[config.mk]
export PLATFORM = sky130hd
export DESIGN_NAME = eased_tween_channel_top_flat
export DESIGN_NICKNAME = d
export VERILOG_FILES = /design/src/sv/etc_pkg.sv /design/src/sv/etc_intf.sv /design/src/sv/eased_tween_channel_top.sv /design/src/sv/etc_div.sv /design/src/sv/etc_mul.sv /design/src/flat_wrapper.sv
export SDC_FILE = /design/constraint.sdc
export NUM_CORES = 2
export LEC_CHECK = 0
export BUFFER_PORTS_ARGS = -buffer_cell sky130_fd_sc_hd__buf_2
export CAP_MARGIN = 10
export CORE_MARGIN = 2
export CORE_UTILIZATION = 40
export CTS_CLUSTER_DIAMETER = 80
export DETAILED_ROUTE_END_ITERATION = 10
export SYNTH_ARGS = -nofsm -noshare
export SYNTH_HDL_FRONTEND = slang
export SYNTH_HIERARCHICAL = 1
export SYNTH_SLANG_ARGS = --single-unit
[constraint.sdc]
create_clock -name i_clk -period 10.78 [get_ports i_clk]
set_input_delay 0.539 -clock i_clk [delete_from_list [all_inputs] [get_ports i_clk]]
set_output_delay 0.539 -clock i_clk [all_outputs]
set_load 0.02 [all_outputs]
[src/sv/etc_pkg.sv]
// ---------------------------------------------------------------------------
// etc_pkg: eased tween channel shared definitions
// Widths, fixed-point constants, register indexes, easing and property codes.
// ---------------------------------------------------------------------------
package etc_pkg;

    localparam int TIME_BITS = 24;
    localparam int FRAC_BITS = 16;

    localparam int STEP_W    = 16;
    localparam int VAL_W     = 32;
    localparam int CFG_W     = 32;
    localparam int CFG_IDX_W = 3;
    localparam int MODE_W    = 3;
    localparam int PROP_W    = 4;
    localparam int DUR_CFG_W = 24;

    localparam int EL_W   = TIME_BITS + 1;
    localparam int SUM_W  = ((EL_W > STEP_W) ? EL_W : STEP_W) + 1;
    localparam int DLY_W  = (TIME_BITS < DUR_CFG_W) ? TIME_BITS : DUR_CFG_W;
    localparam int P_W    = FRAC_BITS + 1;
    localparam int OP_W   = FRAC_BITS + 3;
    localparam int R_W    = OP_W + 2;
    localparam int MAG_W  = VAL_W + 1;
    localparam int PROD_W = MAG_W + OP_W;
    localparam int CNT_W  = $clog2(FRAC_BITS + 1);

    localparam logic [SUM_W-1:0] EL_CAP = (SUM_W'(1) << EL_W) - SUM_W'(1);
    localparam logic [OP_W-1:0]  P_ONE  = OP_W'(1) << FRAC_BITS;
    localparam logic [OP_W-1:0]  P_HALF = OP_W'(1) << (FRAC_BITS - 1);

    localparam logic [CFG_IDX_W-1:0] CFG_START_VALUE     = 3'd0;
    localparam logic [CFG_IDX_W-1:0] CFG_END_VALUE       = 3'd1;
    localparam logic [CFG_IDX_W-1:0] CFG_DELAY_TICKS     = 3'd2;
    localparam logic [CFG_IDX_W-1:0] CFG_DURATION_TICKS  = 3'd3;
    localparam logic [CFG_IDX_W-1:0] CFG_EASE_MODE       = 3'd4;
    localparam logic [CFG_IDX_W-1:0] CFG_TARGET_PROPERTY = 3'd5;

    localparam logic [MODE_W-1:0] EASE_LINEAR     = 3'd0;
    localparam logic [MODE_W-1:0] EASE_IN_QUAD    = 3'd1;
    localparam logic [MODE_W-1:0] EASE_OUT_QUAD   = 3'd2;
    localparam logic [MODE_W-1:0] EASE_INOUT_QUAD = 3'd3;
    localparam logic [MODE_W-1:0] EASE_IN_CUBIC   = 3'd4;
    localparam logic [MODE_W-1:0] EASE_OUT_CUBIC  = 3'd5;
    localparam logic [MODE_W-1:0] EASE_INOUT_CUBIC = 3'd6;

    localparam logic [PROP_W-1:0] PROP_COLOR_LO = 4'd5;
    localparam logic [PROP_W-1:0] PROP_COLOR_HI = 4'd9;

    localparam logic [0:0] CMD_TICK  = 1'b0;
    localparam logic [0:0] CMD_START = 1'b1;

endpackage

[src/sv/etc_intf.sv]
// ---------------------------------------------------------------------------
// etc_intf: eased tween channel stream interfaces
// Tick/start input channel and result output channel, valid/ready.
// ---------------------------------------------------------------------------
interface etc_in_if import etc_pkg::*; ();
    logic              valid;
    logic              ready;
    logic              cmd;
    logic [STEP_W-1:0] time_step;

    modport source (output valid, output cmd, output time_step, input ready);
    modport sink   (input valid, input cmd, input time_step, output ready);
endinterface

interface etc_out_if import etc_pkg::*; ();
    logic                     valid;
    logic                     ready;
    logic signed [VAL_W-1:0]  eased_value;
    logic [PROP_W-1:0]        property_code;
    logic                     value_written;
    logic                     finished;

    modport source (output valid, output eased_value, output property_code,
                    output value_written, output finished, input ready);
    modport sink   (input valid, input eased_value, input property_code,
                    input value_written, input finished, output ready);
endinterface

[src/sv/eased_tween_channel_top.sv]
// ---------------------------------------------------------------------------
// eased_tween_channel_top: one eased tween channel
// Elapsed-time tracking, serial progress divide, easing and interpolation
// on one shared multiplier under a small sequencer.
//
//   channel   dir  handshake     payload
//   i_tick    in   valid/ready   cmd, time_step
//   o_res     out  valid/ready   eased_value, property_code, value_written,
//                                finished
//   i_cfg_*   in   write enable  register index, write data
//
// A start transaction makes no result. A tick before the delay ends passes
// S_EVAL only; one ending a zero-duration tween goes S_EVAL, S_FIN; a moving
// tick runs S_EVAL, S_DIV (serial divider, one quotient bit a cycle), S_M1,
// S_M2 for a cubic curve, S_POST, S_LERP, S_FIN; the end point skips S_DIV.
// Reset clears the configuration registers, elapsed time and the armed flag. One item is
// in work at a time; a result waits in the output register while the next
// transaction is taken, and the sequencer holds only if a second result
// would overwrite it.
// ---------------------------------------------------------------------------
module eased_tween_channel_top
    import etc_pkg::*;
(
    input  logic                 i_clk,
    input  logic                 i_rst_n,
    input  logic                 i_cfg_we,
    input  logic [CFG_IDX_W-1:0] i_cfg_idx,
    input  logic [CFG_W-1:0]     i_cfg_wdata,
    etc_in_if.sink               i_tick,
    etc_out_if.source            o_res
);

    typedef enum logic [7:0] {
        S_IDLE = 8'b0000_0001,
        S_EVAL = 8'b0000_0010,
        S_DIV  = 8'b0000_0100,
        S_M1   = 8'b0000_1000,
        S_M2   = 8'b0001_0000,
        S_POST = 8'b0010_0000,
        S_LERP = 8'b0100_0000,
        S_FIN  = 8'b1000_0000
    } t_state;

    t_state r_state, n_state;

    logic signed [VAL_W-1:0] r_start_val, r_end_val;
    logic [DLY_W-1:0]        r_delay, r_dur;
    logic [MODE_W-1:0]       r_mode;
    logic [PROP_W-1:0]       r_prop;

    logic [EL_W-1:0]  r_elapsed;
    logic             r_running;
    logic [P_W-1:0]   r_p;
    logic [P_W-1:0]   r_e;
    logic [MAG_W-1:0] r_mag;
    logic             r_neg;
    logic             r_fin;
    logic             r_written;

    logic                    r_out_valid;
    logic signed [VAL_W-1:0] r_out_value;
    logic [PROP_W-1:0]       r_out_prop;
    logic                    r_out_written;
    logic                    r_out_fin;

    logic             in_fire;
    logic             load;
    logic [SUM_W-1:0] el_sum;
    logic [EL_W-1:0]  since;
    logic             past_delay;
    logic             at_end;
    logic             dur_zero;
    logic             div_start;
    logic             div_done;
    logic [FRAC_BITS-1:0] div_quot;

    logic [OP_W-1:0]   tx, op_x, op_y, op_z, m;
    logic              two_mul;
    logic              low_half;
    logic [R_W-1:0]    eased;
    logic [P_W-1:0]    e_clamp;
    logic [MAG_W-1:0]  mul_a;
    logic [OP_W-1:0]   mul_b;
    logic [PROD_W-1:0] prod;
    logic signed [VAL_W+1:0] diff;
    logic [MAG_W-1:0]  dmag;
    logic signed [VAL_W+1:0] val_wide;
    logic signed [VAL_W-1:0] val;
    logic signed [VAL_W-1:0] fin_val;
    logic              is_color;

    // configuration
    always_ff @(posedge i_clk) begin
        if (!i_rst_n) begin
            r_start_val <= '0;
            r_end_val   <= '0;
            r_delay     <= '0;
            r_dur       <= '0;
            r_mode      <= EASE_LINEAR;
            r_prop      <= '0;
        end else if (i_cfg_we) begin
            unique case (i_cfg_idx)
                CFG_START_VALUE:     r_start_val <= i_cfg_wdata;
                CFG_END_VALUE:       r_end_val   <= i_cfg_wdata;
                CFG_DELAY_TICKS:     r_delay     <= i_cfg_wdata[DLY_W-1:0];
                CFG_DURATION_TICKS:  r_dur       <= i_cfg_wdata[DLY_W-1:0];
                CFG_EASE_MODE:       r_mode      <= i_cfg_wdata[MODE_W-1:0];
                CFG_TARGET_PROPERTY: r_prop      <= i_cfg_wdata[PROP_W-1:0];
                default: ;
            endcase
        end
    end

    assign i_tick.ready = (r_state == S_IDLE);
    assign in_fire      = i_tick.valid && i_tick.ready;

    assign el_sum     = SUM_W'(r_elapsed) + SUM_W'(i_tick.time_step);
    assign past_delay = r_elapsed >= EL_W'(r_delay);
    assign since      = r_elapsed - EL_W'(r_delay);
    assign at_end     = since >= EL_W'(r_dur);
    assign dur_zero   = (r_dur == '0);
    assign div_start  = (r_state == S_EVAL) && past_delay && !dur_zero && !at_end;

    etc_div u_div (
        .i_clk   (i_clk),
        .i_rst_n (i_rst_n),
        .i_start (div_start),
        .i_num   (since[DLY_W-1:0]),
        .i_den   (r_dur),
        .o_done  (div_done),
        .o_quot  (div_quot)
    );

    // easing operands
    always_comb begin
        tx       = OP_W'(r_p);
        low_half = tx < P_HALF;
        op_x     = tx;
        op_y     = tx;
        op_z     = tx;
        two_mul  = 1'b0;
        unique case (r_mode)
            EASE_OUT_QUAD: begin
                op_y = (P_ONE << 1) - tx;
            end
            EASE_INOUT_QUAD: begin
                if (!low_half) begin
                    op_x = (P_ONE << 2) - (tx << 1);
                end
            end
            EASE_IN_CUBIC: begin
                two_mul = 1'b1;
            end
            EASE_OUT_CUBIC: begin
                op_x    = P_ONE - tx;
                op_y    = P_ONE - tx;
                op_z    = P_ONE - tx;
                two_mul = 1'b1;
            end
            EASE_INOUT_CUBIC: begin
                two_mul = 1'b1;
                if (!low_half) begin
                    op_x = P_ONE - tx;
                    op_y = (P_ONE << 1) - (tx << 1);
                    op_z = (P_ONE << 1) - (tx << 1);
                end
            end
            default: ;
        endcase
    end

    assign m = prod[FRAC_BITS +: OP_W];

    // the interpolation product is held while the result waits
    always_comb begin
        unique case (r_state)
            S_M2: begin
                mul_a = MAG_W'(m);
                mul_b = op_z;
            end
            S_LERP, S_FIN: begin
                mul_a = r_mag;
                mul_b = OP_W'(r_e);
            end
            default: begin
                mul_a = MAG_W'(op_x);
                mul_b = op_y;
            end
        endcase
    end

    etc_mul u_mul (
        .i_clk  (i_clk),
        .i_a    (mul_a),
        .i_b    (mul_b),
        .o_prod (prod)
    );

    // easing post step
    always_comb begin
        unique case (r_mode)
            EASE_IN_QUAD, EASE_OUT_QUAD, EASE_IN_CUBIC: eased = R_W'(m);
            EASE_INOUT_QUAD: begin
                if (low_half) begin
                    eased = R_W'(m) << 1;
                end else begin
                    eased = (m > P_ONE) ? R_W'(m - P_ONE) : '0;
                end
            end
            EASE_OUT_CUBIC: eased = (m > P_ONE) ? '0 : R_W'(P_ONE - m);
            EASE_INOUT_CUBIC: begin
                if (low_half) begin
                    eased = R_W'(m) << 2;
                end else begin
                    eased = (m < P_ONE) ? R_W'(P_ONE - m) : '0;
                end
            end
            default: eased = R_W'(r_p);
        endcase
        e_clamp = (eased > R_W'(P_ONE)) ? P_W'(P_ONE) : eased[P_W-1:0];
    end

    // interpolation result
    always_comb begin
        dmag     = prod[FRAC_BITS +: MAG_W];
        val_wide = r_neg ? ((VAL_W+2)'(r_start_val) - $signed({1'b0, dmag}))
                         : ((VAL_W+2)'(r_start_val) + $signed({1'b0, dmag}));
        val      = val_wide[VAL_W-1:0];
        is_color = (r_prop >= PROP_COLOR_LO) && (r_prop <= PROP_COLOR_HI);
        if (!r_written) begin
            fin_val = '0;
        end else if (is_color) begin
            if (val[VAL_W-1]) begin
                fin_val = '0;
            end else if (val[VAL_W-2:16] > 15'd255) begin
                fin_val = {8'h00, 8'hFF, 16'h0000};
            end else begin
                fin_val = {8'h00, val[23:16], 16'h0000};
            end
        end else begin
            fin_val = val;
        end
    end

    assign diff = (VAL_W+2)'(r_end_val) - (VAL_W+2)'(r_start_val);
    assign load = (r_state == S_FIN) && (!r_out_valid || o_res.ready);

    // sequencer
    always_comb begin
        n_state = r_state;
        unique case (r_state)
            S_IDLE: begin
                if (in_fire && i_tick.cmd == CMD_TICK && r_running) begin
                    n_state = S_EVAL;
                end
            end
            S_EVAL: begin
                if (!past_delay) begin
                    n_state = S_IDLE;
                end else if (dur_zero) begin
                    n_state = S_FIN;
                end else if (at_end) begin
                    n_state = S_M1;
                end else begin
                    n_state = S_DIV;
                end
            end
            S_DIV:  if (div_done) n_state = S_M1;
            S_M1:   n_state = two_mul ? S_M2 : S_POST;
            S_M2:   n_state = S_POST;
            S_POST: n_state = S_LERP;
            S_LERP: n_state = S_FIN;
            S_FIN:  if (load) n_state = S_IDLE;
            default: n_state = S_IDLE;
        endcase
    end

    always_ff @(posedge i_clk) begin
        if (!i_rst_n) begin
            r_state   <= S_IDLE;
            r_elapsed <= '0;
            r_running <= 1'b0;
        end else begin
            r_state <= n_state;
            if (in_fire) begin
                if (i_tick.cmd == CMD_START) begin
                    r_elapsed <= '0;
                    r_running <= 1'b1;
                end else if (r_running) begin
                    r_elapsed <= (el_sum > EL_CAP) ? EL_CAP[EL_W-1:0]
                                                   : el_sum[EL_W-1:0];
                end
            end
            if (r_state == S_EVAL && past_delay && (dur_zero || at_end)) begin
                r_running <= 1'b0;
            end
        end
    end

    always_ff @(posedge i_clk) begin
        if (r_state == S_EVAL) begin
            r_neg     <= diff[VAL_W+1];
            r_mag     <= diff[VAL_W+1] ? MAG_W'(-diff) : MAG_W'(diff);
            r_fin     <= dur_zero || at_end;
            r_written <= !dur_zero;
            r_p       <= P_W'(P_ONE);
        end
        if (r_state == S_DIV && div_done) begin
            r_p <= {1'b0, div_quot};
        end
        if (r_state == S_POST) begin
            r_e <= e_clamp;
        end
    end

    // output register
    always_ff @(posedge i_clk) begin
        if (!i_rst_n) begin
            r_out_valid <= 1'b0;
        end else if (load) begin
            r_out_valid <= 1'b1;
        end else if (o_res.ready) begin
            r_out_valid <= 1'b0;
        end
    end

    always_ff @(posedge i_clk) begin
        if (load) begin
            r_out_value   <= fin_val;
            r_out_prop    <= r_prop;
            r_out_written <= r_written;
            r_out_fin     <= r_fin;
        end
    end

    assign o_res.valid         = r_out_valid;
    assign o_res.eased_value   = r_out_value;
    assign o_res.property_code = r_out_prop;
    assign o_res.value_written = r_out_written;
    assign o_res.finished      = r_out_fin;

    a_run_until_end: assert property (@(posedge i_clk) disable iff (!i_rst_n)
        (load && !r_fin) |-> r_running)
        else $error("unfinished result on an idle channel");

    a_nowrite_finishes: assert property (@(posedge i_clk) disable iff (!i_rst_n)
        (load && !r_written) |-> r_fin)
        else $error("zero-duration result not marked finished");

    a_div_in_state: assert property (@(posedge i_clk) disable iff (!i_rst_n)
        div_done |-> (r_state == S_DIV))
        else $error("divider finished outside divide state");

    a_ease_bound: assert property (@(posedge i_clk) disable iff (!i_rst_n)
        (r_state == S_LERP) |-> (OP_W'(r_e) <= P_ONE))
        else $error("eased progress above one");

endmodule

[src/sv/etc_div.sv]
// ---------------------------------------------------------------------------
// etc_div: serial progress divider
// Restoring divide, one quotient bit per cycle: (num << FRAC_BITS) / den,
// for num < den.
// ---------------------------------------------------------------------------
module etc_div
    import etc_pkg::*;
(
    input  logic                 i_clk,
    input  logic                 i_rst_n,
    input  logic                 i_start,
    input  logic [DLY_W-1:0]     i_num,
    input  logic [DLY_W-1:0]     i_den,
    output logic                 o_done,
    output logic [FRAC_BITS-1:0] o_quot
);

    logic [DLY_W-1:0]     r_rem, n_rem;
    logic [DLY_W-1:0]     r_den;
    logic [FRAC_BITS-1:0] r_quot, n_quot;
    logic [CNT_W-1:0]     r_cnt;
    logic                 r_busy;
    logic                 r_done;
    logic [DLY_W:0]       shifted;
    logic                 take;

    always_comb begin
        shifted = {r_rem, 1'b0};
        take    = shifted >= {1'b0, r_den};
        n_rem   = take ? DLY_W'(shifted - {1'b0, r_den}) : shifted[DLY_W-1:0];
        n_quot  = {r_quot[FRAC_BITS-2:0], take};
    end

    always_ff @(posedge i_clk) begin
        if (!i_rst_n) begin
            r_busy <= 1'b0;
            r_done <= 1'b0;
            r_cnt  <= '0;
        end else begin
            r_done <= 1'b0;
            if (i_start) begin
                r_busy <= 1'b1;
                r_cnt  <= CNT_W'(FRAC_BITS);
            end else if (r_busy) begin
                r_cnt <= r_cnt - CNT_W'(1);
                if (r_cnt == CNT_W'(1)) begin
                    r_busy <= 1'b0;
                    r_done <= 1'b1;
                end
            end
        end
    end

    always_ff @(posedge i_clk) begin
        if (i_start) begin
            r_rem  <= i_num;
            r_den  <= i_den;
            r_quot <= '0;
        end else if (r_busy) begin
            r_rem  <= n_rem;
            r_quot <= n_quot;
        end
    end

    assign o_done = r_done;
    assign o_quot = r_quot;

endmodule

[src/sv/etc_mul.sv]
// ---------------------------------------------------------------------------
// etc_mul: shared multiplier
// Unsigned product with a registered output; one result per cycle.
// ---------------------------------------------------------------------------
module etc_mul
    import etc_pkg::*;
(
    input  logic              i_clk,
    input  logic [MAG_W-1:0]  i_a,
    input  logic [OP_W-1:0]   i_b,
    output logic [PROD_W-1:0] o_prod
);

    logic [PROD_W-1:0] r_prod;

    always_ff @(posedge i_clk) begin
        r_prod <= PROD_W'(i_a) * PROD_W'(i_b);
    end

    assign o_prod = r_prod;

endmodule
[src/flat_wrapper.sv]
// flat-port wrapper written by rule: the top's interface ports become plain ports
module eased_tween_channel_top_flat import etc_pkg::*;
  (i_clk, i_rst_n, i_cfg_we, i_cfg_idx, i_cfg_wdata, i_tick_valid, i_tick_cmd, i_tick_time_step, i_tick_ready, o_res_valid, o_res_eased_value, o_res_property_code, o_res_value_written, o_res_finished, o_res_ready);
  etc_in_if i_tick_i ();
  etc_out_if o_res_i ();
  input  logic i_clk;
  input  logic i_rst_n;
  input  logic i_cfg_we;
  input  logic [CFG_IDX_W-1:0] i_cfg_idx;
  input  logic [CFG_W-1:0] i_cfg_wdata;
  input wire logic [$bits(i_tick_i.valid)-1:0] i_tick_valid;
  input wire logic [$bits(i_tick_i.cmd)-1:0] i_tick_cmd;
  input wire logic [$bits(i_tick_i.time_step)-1:0] i_tick_time_step;
  output wire logic [$bits(i_tick_i.ready)-1:0] i_tick_ready;
  output wire logic [$bits(o_res_i.valid)-1:0] o_res_valid;
  output wire logic [$bits(o_res_i.eased_value)-1:0] o_res_eased_value;
  output wire logic [$bits(o_res_i.property_code)-1:0] o_res_property_code;
  output wire logic [$bits(o_res_i.value_written)-1:0] o_res_value_written;
  output wire logic [$bits(o_res_i.finished)-1:0] o_res_finished;
  input wire logic [$bits(o_res_i.ready)-1:0] o_res_ready;
  assign i_tick_i.valid = i_tick_valid;
  assign i_tick_i.cmd = i_tick_cmd;
  assign i_tick_i.time_step = i_tick_time_step;
  assign i_tick_ready = i_tick_i.ready;
  assign o_res_valid = o_res_i.valid;
  assign o_res_eased_value = o_res_i.eased_value;
  assign o_res_property_code = o_res_i.property_code;
  assign o_res_value_written = o_res_i.value_written;
  assign o_res_finished = o_res_i.finished;
  assign o_res_i.ready = o_res_ready;
  eased_tween_channel_top u_core (.i_clk(i_clk), .i_rst_n(i_rst_n), .i_cfg_we(i_cfg_we), .i_cfg_idx(i_cfg_idx), .i_cfg_wdata(i_cfg_wdata), .i_tick(i_tick_i), .o_res(o_res_i));
endmodule
==> results.cfg <==
[outcome]
status = finished, final reports clean

[floorplan]
design.die.area_mm2 = 0.1175
dieHeight_um = 342.7
num_rows = 124
core-area_mm2 = 0.1140
ios = 97
initial_core_util_pct = 40.25
die-width_um = 342.7

[yosys]
syn_area_per_cell_um2 = 8.232
synthesis.area_mm2 = 0.04589
ys.warnings.count = 6
postSynthNetCount = 6441
postSynthCellCount = 5575

[setup_path]
required_ns = 11.29
cp_slowest_cell = a221o_1
endpoint = u_core/u_mul/o_prod[46]
worstPathArrival_ns = 10.50
slowest_delay_ns = 0.74
reg2reg_to = u_core/u_mul/o_prod[46]
crit_path_start = u_core/r_p[0]
timing.rr.start = u_core/r_p[0]
startpoint_type = flop
crit_top_cell = fa_1
end_kind = flop
cp_max_fo = 12
reg2reg_setup_slack_ns = 0.79
r2r_cells = 29
crit_type = reg2reg

[clock_network]
clockBufferDepth = 3
htreeDepth = 2
ctsResizeCount = 0
cts_buffers = 46
post_cts_buffers = 0
hold_buffers = 0
clk_latency_ns = 0.63
clkSlewWorstSetupHoldPaths_ns = 0.06
ctsRootBufferMaster = clkbuf_16
clock-sinks = 365
cts_tree = yes

[sta]
final.min_clock_period_ns = 9.995
hold_violations = 0
finalCritPeriodShare_pct = 92.72
setup_viol = 0
tightest_slew_ns = 1.220
setup-tns-final_ns = 0
setup_ws_ns = 0.7851
clock-skew-final_ns = 0.06366
grt_setup_unrepaired = false
max_freq_mhz = 100.1
slew_headroom_pct = 18.68
drv_slew = 0

[drt]
routed_wl_um = 155000
drc_errors = 0
ant_nets = 0
vias = 39620
drtIter0Drc = 3196
via_per_inst = 5.604
wire_per_inst_um = 21.93
first_pass_iters = 6

[cells_and_area]
layout_common_cells = inv_1 (801), nand2_1 (776), fa_1 (529), a21oi_1 (400), and2_1 (354)
layout_commonest_cell = inv_1
nNetsFinal = 6386
fill_cells = 11380
areaGrowthSynthToFinish_pct = 7.980
drive_gt1_share_pct = 6.208

[power_and_ir_drop]
ir_worst_vdd_mv = 0.1357
leakagePower_uw = 0.02218
p_total_uw = 4809
powerDensity_mw_per_mm2 = 97.04

[hold_path]
hold_start = i_cfg_wdata[25]
hold_class = in2reg

[placement]
place_hpwl_um = 121100
io_buffers = 96
gp_congestion = 0.9664
dpl_worst_slack_ns = 1.032

[grt]
grt_antenna_before_repair = 1
grt_pass1_wl_um = 238700
grt_max_degree = 93
grt.total_usage_pct = 26.30
grt_pass1_vias = 39840
overflow = 0

[run]
cap_violations = 0
==> per-stage QoR <==
step                hold slack, ns  utilization [%]  area, um2  std cells
floorplan                   0.4003                -      45890       5575
global placement            0.4006            42.07      47970       6984
detailed placement          0.4276            42.07      47970       6984
CTS                         0.1391            43.46      49550       7069
global route                0.1735            43.46      49550       7069
finish                      0.1718            43.46      49560       7070
==> layout make-up <==
cell class	instances	area (um2)	share of cell area [%]
diodes	1	2.502	0.005050
clock buffers	61	1267	2.558
clock inverters	24	314.1	0.6337
inverters	806	3028	6.110
multi-input cells	4101	32930	66.45
flip-flops and latches	365	8860	17.88
well taps	1512	1892	3.817
repair buffers	200	1261	2.545
==> flip-flops by register name (all words and copies together), names as in the netlist, 24 cells and up <==
name / cells
u_core/o_res.eased_value: 32
u_core/r_delay: 24
u_core/r_dur: 24
u_core/r_elapsed: 25
u_core/r_end_val: 32
u_core/r_mag: 33
u_core/r_start_val: 32
u_core/u_div/r_den: 24
u_core/u_div/r_rem: 24
u_core/u_mul/o_prod: 32
==> power by group <==
group          switching, uW  internal, uW
Sequential              84.7          1500
Clock                    672           956
Combinational           1000           598
==> routing by layer <==
metal  vias up  global-route usage, %  routed length (um)
met1     19540                  34.73               64390
met2      1506                  42.96               71860
met5         -                      0                   0
met4         0                  12.30                8391
met3       349                  3.225               10390
li1      18220                      -                   -
==> how the worst min path moves through the flow <==
stage | to | slack, ns | depth (start not counted)
5_1_grt | u_core/r_end_val[25] | 0.17 | 3
4_1_cts | u_core/r_start_val[25] | 0.14 | 3
6_report | u_core/r_start_val[25] | 0.17 | 3
3_5_place_dp | u_core/o_res.finished | 0.43 | 0
2_1_floorplan | u_core/o_res.finished | 0.40 | 0
3_3_place_gp | u_core/o_res.finished | 0.40 | 0
==> critical path: cells and delay by family, from the launching register on <==
family / cells / cell delay [ns]
fa+ha+maj: 8 / 3.74
compound gates: 11 / 3.05
flops: 1 / 0.46
simple gates: 5 / 1.91
buf+inv: 5 / 0.69
(Power assumes the default switching activity.)
